File: src/rtl/bba_pkg.sv
// package: sizes, codes, types and helpers of the block allocator
package bba_pkg;

  localparam int NUM_BLOCKS = 1024;
  localparam int BLK_W      = $clog2(NUM_BLOCKS);
  localparam int HCNT_W     = BLK_W + 1;

  // map words
  localparam int WORD_W    = (NUM_BLOCKS < 64) ? NUM_BLOCKS : 64;
  localparam int BIT_W     = $clog2(WORD_W);
  localparam int NUM_WORDS = NUM_BLOCKS / WORD_W;
  localparam int ROW_W     = (NUM_WORDS > 1) ? $clog2(NUM_WORDS) : 1;

  localparam int NUM_OWNERS = 4;
  localparam int OWNER_W    = 2;
  localparam int LIVE_W     = NUM_OWNERS * WORD_W;
  localparam int ENTRY_W    = BLK_W + OWNER_W;

  // stream fields
  localparam int CMD_W      = 2;
  localparam int ID_W       = 10;
  localparam int SIZE_W     = 25;
  localparam int STATUS_W   = 3;
  localparam int HANDLE_W   = 10;
  localparam int BLKIDX_W   = 10;
  localparam int OFS_W      = 48;
  localparam int IN_DATA_W  = 40;
  localparam int IN_USED_W  = OWNER_W + ID_W + SIZE_W;
  localparam int OUT_DATA_W = 72;
  localparam int OUT_USED_W = HANDLE_W + BLKIDX_W + OFS_W;
  localparam int CMP_W      = (ID_W > HCNT_W) ? ID_W : HCNT_W;

  // configuration
  localparam int BASE_W     = 40;
  localparam int BSIZE_W    = 25;
  localparam int CFG_IDX_W  = 2;
  localparam int CFG_DATA_W = 40;
  localparam logic [BSIZE_W-1:0] BLOB_SIZE_RST = BSIZE_W'(4096);

  localparam logic [CFG_IDX_W-1:0] REG_DATA_BASE  = 2'd0;
  localparam logic [CFG_IDX_W-1:0] REG_BLOB_SIZE  = 2'd1;
  localparam logic [CFG_IDX_W-1:0] REG_USER_OWNER = 2'd2;

  localparam logic [CMD_W-1:0] CMD_ALLOC  = 2'd0;
  localparam logic [CMD_W-1:0] CMD_LOCATE = 2'd1;
  localparam logic [CMD_W-1:0] CMD_FREE   = 2'd2;
  localparam logic [CMD_W-1:0] CMD_FIND   = 2'd3;

  localparam logic [STATUS_W-1:0] ST_OK        = 3'd0;
  localparam logic [STATUS_W-1:0] ST_NO_BLOCK  = 3'd1;
  localparam logic [STATUS_W-1:0] ST_RANGE     = 3'd2;
  localparam logic [STATUS_W-1:0] ST_NOT_LIVE  = 3'd3;
  localparam logic [STATUS_W-1:0] ST_EXHAUSTED = 3'd4;

  typedef struct packed {
    logic [BASE_W-1:0]  data_base;
    logic [BSIZE_W-1:0] blob_size;
    logic [OWNER_W-1:0] user_owner;
  } cfg_t;

  typedef struct packed {
    logic             start;
    logic [BLK_W-1:0] blk;
  } ofs_req_t;

  // index of the lowest set bit, zero for an empty word
  function automatic logic [BIT_W-1:0] lowest_set(input logic [WORD_W-1:0] w);
    logic [BIT_W-1:0] idx;
    idx = '0;
    for (int i = WORD_W - 1; i >= 0; i--) begin
      if (w[i]) idx = BIT_W'(i);
    end
    return idx;
  endfunction

  function automatic logic [BLK_W-1:0] join_idx(input logic [ROW_W-1:0] row,
                                                input logic [BIT_W-1:0] pos);
    return (BLK_W'(row) << BIT_W) | BLK_W'(pos);
  endfunction

  function automatic logic [ROW_W-1:0] row_of(input logic [BLK_W-1:0] idx);
    return ROW_W'(idx >> BIT_W);
  endfunction

endpackage

File: src/rtl/bba_ofs.sv
// two-stage byte offset unit: data_base + block * blob_size
module bba_ofs import bba_pkg::*; (
  input  logic             clk_i,
  input  logic             rst_ni,
  input  cfg_t             cfg_i,
  input  ofs_req_t         req_i,
  output logic             done_o,
  output logic [OFS_W-1:0] ofs_o
);

  localparam int PROD_W = BLK_W + BSIZE_W;

  logic              v1_q, v2_q;
  logic [PROD_W-1:0] prod_q;
  logic [OFS_W-1:0]  sum_q;

  always_ff @(posedge clk_i or negedge rst_ni) begin
    if (!rst_ni) begin
      v1_q <= 1'b0;
      v2_q <= 1'b0;
    end else begin
      v1_q <= req_i.start;
      v2_q <= v1_q;
    end
  end

  always_ff @(posedge clk_i) begin
    prod_q <= PROD_W'(req_i.blk) * PROD_W'(cfg_i.blob_size);
    sum_q  <= OFS_W'(cfg_i.data_base) + OFS_W'(prod_q);
  end

  assign done_o = v2_q;
  assign ofs_o  = sum_q;

endmodule

File: config.mk
export PLATFORM = sky130hd
export DESIGN_NAME = bba_ofs
export DESIGN_NICKNAME = d
export VERILOG_FILES = /design/src/rtl/bba_pkg.sv /design/src/rtl/bba_ofs.sv
export SDC_FILE = /design/constraint.sdc
export NUM_CORES = 1
export LEC_CHECK = 0
export ABC_AREA = 1
export ABC_CLOCK_PERIOD_IN_PS = 1700
export BUFFER_PORTS_ARGS = -buffer_cell sky130_fd_sc_hd__buf_4
export CORE_MARGIN = 2
export CORE_UTILIZATION = 50
export DETAILED_ROUTE_END_ITERATION = 8
export GPL_TIMING_DRIVEN = 0
export PLACE_DENSITY = 0.71
export SLEW_MARGIN = 20
export SYNTH_ARGS = -nofsm -noshare
export SYNTH_HDL_FRONTEND = slang
export SYNTH_SLANG_ARGS = --single-unit
File: constraint.sdc
create_clock -name clk_i -period 1.7 [get_ports clk_i]
set_input_delay 0.425 -clock clk_i [delete_from_list [all_inputs] [get_ports clk_i]]
set_output_delay 0.425 -clock clk_i [all_outputs]
set_load 0.02 [all_outputs]
==> out/metrics.csv <==
stage,metric,value,unit
outcome,violated checks,negative setup slack,
layout,ANT cells,0,
layout,area of the multi-input gates,0.0114,sq mm
grt,gr ovfl total,0,
sta,min Tclk post-route,4.45,ns
grt,first-pass GRT wire length,59100,microns
layout,FILL cells,2031,
yosys,synth warn,0,
route,WL/cell,15.6,microns
floorplan,core area,0.0258,sq mm
route,Pre-antenna DRT Iters,6,
sta,fin crit share,262,%
grt,largest net degree at the start of global routing,15,
route,post-DR vias/cell,5.05,
grt,vias in the first global route,12400,
job,max cap viols,0,
sta,fmax,225,MHz
worst_setup_path,Crit. End Element,flop,
sta,Final Hold Fails,0,
route,ANT nets after route,0,
cts,root buf cell,clkbuf_16,
yosys,"Seq/Total Area, Yosys",12.1,%
worst_setup_path,Critical Path AT,4.69,ns
placement,dpl ws,-3.25,ns
cts,Max clock buf depth,2,
yosys,mapped cell area,0.0130,sq mm
floorplan,chip height,165,microns
route,Vias,12400,
layout,final net count,2483,
route,Post-Route WL,38300,microns
sta,Worst Slack Setup Final,-2.75,ns
sta,post-route clock skew,0.00496,ns
sta,normalized max-slew margin,65.4,%
layout,Layout area overhead,37.7,%
yosys,Yosys cell types,29,
placement,number of port buffers,84,
layout,Final Instance Area,0.0179,sq mm
worst_setup_path,"Largest stage delay, worst path",0.57,ns
placement,HPWL Detailed,28900,microns
floorplan,io pins,129,
grt,Global Route Usage Sum,27.6,%
route,DRT iter0 DRCs,809,
worst_setup_path,Worst Path Required,1.94,ns
cts,Clock Latency Late Sink,0.34,ns
worst_setup_path,crit-path max FO,7,
cts,# H-tree levels,3,
floorplan,DIE WIDTH,165,microns
worst_setup_path,CP Class,in -> reg,
cts,CTS Sinks,78,
cts,Clock Pin Slew Worst Setup and Hold Paths,0.06,ns
sta,RSZ-0062 raised after global routing,yes,
layout,share of cells above drive strength 1,31.7,%
sta,Setup Viol. Count Final,45,
cts,CTS tree,built,
yosys,gate count after technology mapping,1932,
hold_path,Hold Crit Class,in -> reg,
sta,max-slew violation count,0,
floorplan,Die ar.,0.0273,sq mm
grt,initial antenna violation count,0,
route,DRC violations left,0,
outcome,status,"finished, violations left",
layout,register area,0.00159,sq mm
floorplan,starting density of the core,50.4,%
placement,dpl cell area,0.0151,sq mm
yosys,synthesis-stage register bit count,78,
worst_setup_path,Slowest cell on crit path,fa_1,
placement,routability cong.,0.934,
yosys,Mean Syn Cell Area,6.72,sq um
sta,Slew @ Worst Pin,0.519,ns
floorplan,row count,59,
worst_setup_path,crit path cell chain,clkbuf_16 -> buf_8 -> nand2_2 -> inv_2 -> fa_1 -> fa_1 -> fa_2 -> fa_1 -> inv_2 -> fa_1 -> inv_2 -> ha_4 -> nand2_4 -> nor2_4 -> inv_2 -> nor3_2 -> nand2_1 -> nand2_2 -> nand2_2 -> nand3_1 -> nand2_1,
cts,TritonCTS buffer count,9,
worst_setup_path,startpoint types,input port,
==> cells in the mapped netlist <==
| cell | instances | area share (%) |
|---|---|---|
| nand2_1 | 664 | 19 |
| inv_1 | 498 | 14 |
| fa_1 | 183 | 28 |
| ha_1 | 105 | 10 |
| nor2_1 | 97 | 2.8 |
| dfxtp_1 | 76 | 12 |
| a21oi_1 | 68 | 2.6 |
| clkbuf_1 | 51 | 1.5 |
| nand3_1 | 47 | 1.8 |
| o21ai_0 | 38 | 1.5 |
| xor2_1 | 32 | 2.2 |
| nor3_1 | 18 | 0.69 |
| nand3_2 | 8 | 0.62 |
| buf_4 | 7 | 0.40 |
| xnor2_1 | 7 | 0.47 |
| nand4_1 | 6 | 0.29 |
| buf_1 | 4 | 0.12 |
| nor2_2 | 4 | 0.19 |
| a31oi_1 | 3 | 0.14 |
| nand3b_1 | 3 | 0.17 |
| a21o_1 | 2 | 0.12 |
| dfrtp_1 | 2 | 0.39 |
| nand2_2 | 2 | 0.096 |
| o21bai_1 | 2 | 0.12 |
| conb_1 | 1 | 0.029 |
| nand2b_1 | 1 | 0.048 |
| nor2_4 | 1 | 0.087 |
| nor4_1 | 1 | 0.048 |
| o21a_1 | 1 | 0.058 |
==> registers in the layout, indices dropped and copies added (netlist names) <==
register and cells:
ofs_o 41, prod_q 35, done_o 1, v1_q 1
==> cells in the final DEF, fill, tap and decap left out, drive strengths merged, types with 3 or more instances in the layout <==
cell type / Yosys / final
inv: 498 / 498
buf: 11 / 176
nor2: 102 / 102
a31oi: 3 / 3
xnor2: 7 / 7
fa: 183 / 183
nand3: 55 / 55
clkinv: 0 / 4
clkbuf: 51 / 60
ha: 105 / 105
nand3b: 3 / 3
dfxtp: 76 / 76
o21ai: 38 / 38
nand2: 666 / 666
nor3: 18 / 18
xor2: 32 / 32
a21oi: 68 / 68
nand4: 6 / 6
conb: 1 / 7
==> final cells by class <==
cell class	instances	share of cell area (%)
buffer	62	5.10
clock buffer	9	1.26
clock inverter	7	0.552
inverter	498	10.5
multi-input combinational	1300	63.8
sequential	78	8.88
tap	335	2.34
timing repair buffer	166	7.57
==> path summary, 6_finish.rpt <==
check	from	slack (ns)	end	depth (start not counted)
setup / recovery	req_i[6]	-2.75	prod_q[31]	21
hold / removal	req_i[10]	0.19	v1_q	1
setup reg to reg	prod_q[0]	-0.14	ofs_o[20]	11
hold reg to reg	v1_q	0.36	done_o	0
max in group asynchronous	rst_ni	1.22	done_o	2
min in group asynchronous	rst_ni	0.39	v1_q	2
==> what timing repair did <==
action | in CTS | in global routing
resized for setup | 219 | 238
endpoints found under the hold margin | 2 | 0
setup buffers | 42 | 33
hold buffers | 1 | 0
gates cloned | 5 | 2
pin swaps | 75 | 133
endpoints found under the setup margin | 53 | 58
==> per-layer routing <==
| layer | share of wire [%] | up-vias | GRT usage (%) |
|---|---|---|---|
| li1 | - | 5963 | - |
| met1 | 41 | 5873 | 34.1 |
| met2 | 49 | 462 | 49.2 |
| met3 | 5.4 | 103 | 2.10 |
| met4 | 4.3 | 0 | 12.4 |
| met5 | 0 | - | 0 |
==> critical path, delay by kind of cell <==
family / cells / cell delay (ns)
simple gates: 9 / 0.82
buf+inv: 6 / 0.50
fa+ha+maj: 6 / 2.92
==> through the flow <==
stage / hold WS, ns / std cells / util (%) / TNS, ns
3_5_place_dp: 0.210 / 2357 / 58.5 / -98.86
4_1_cts: 0.191 / 2421 / 65.3 / -75.96
5_1_grt: 0.189 / 2455 / 69.5 / -84.36
6_report: 0.187 / 2455 / 69.5 / -78.37
2_1_floorplan: 0.129 / 1938 / - / -78.01
3_3_place_gp: 0.207 / 2357 / 58.5 / -97.23
==> logic make-up after synthesis <==
family | count (synthesis) | share of synthesized area (%)
and+or+nand+nor | 852 | 26.0
AOI/OAI and AO/OA | 114 | 4.52
buffers and inverters | 560 | 16.4
other | 1 | 0.0289
xor gates and xnor gates | 39 | 2.63
adders and majority gates | 288 | 38.3
DFF | 78 | 12.1
Power is not shown: default switching activity piles up to over one toggle a cycle in this logic, so the estimate is an artifact.
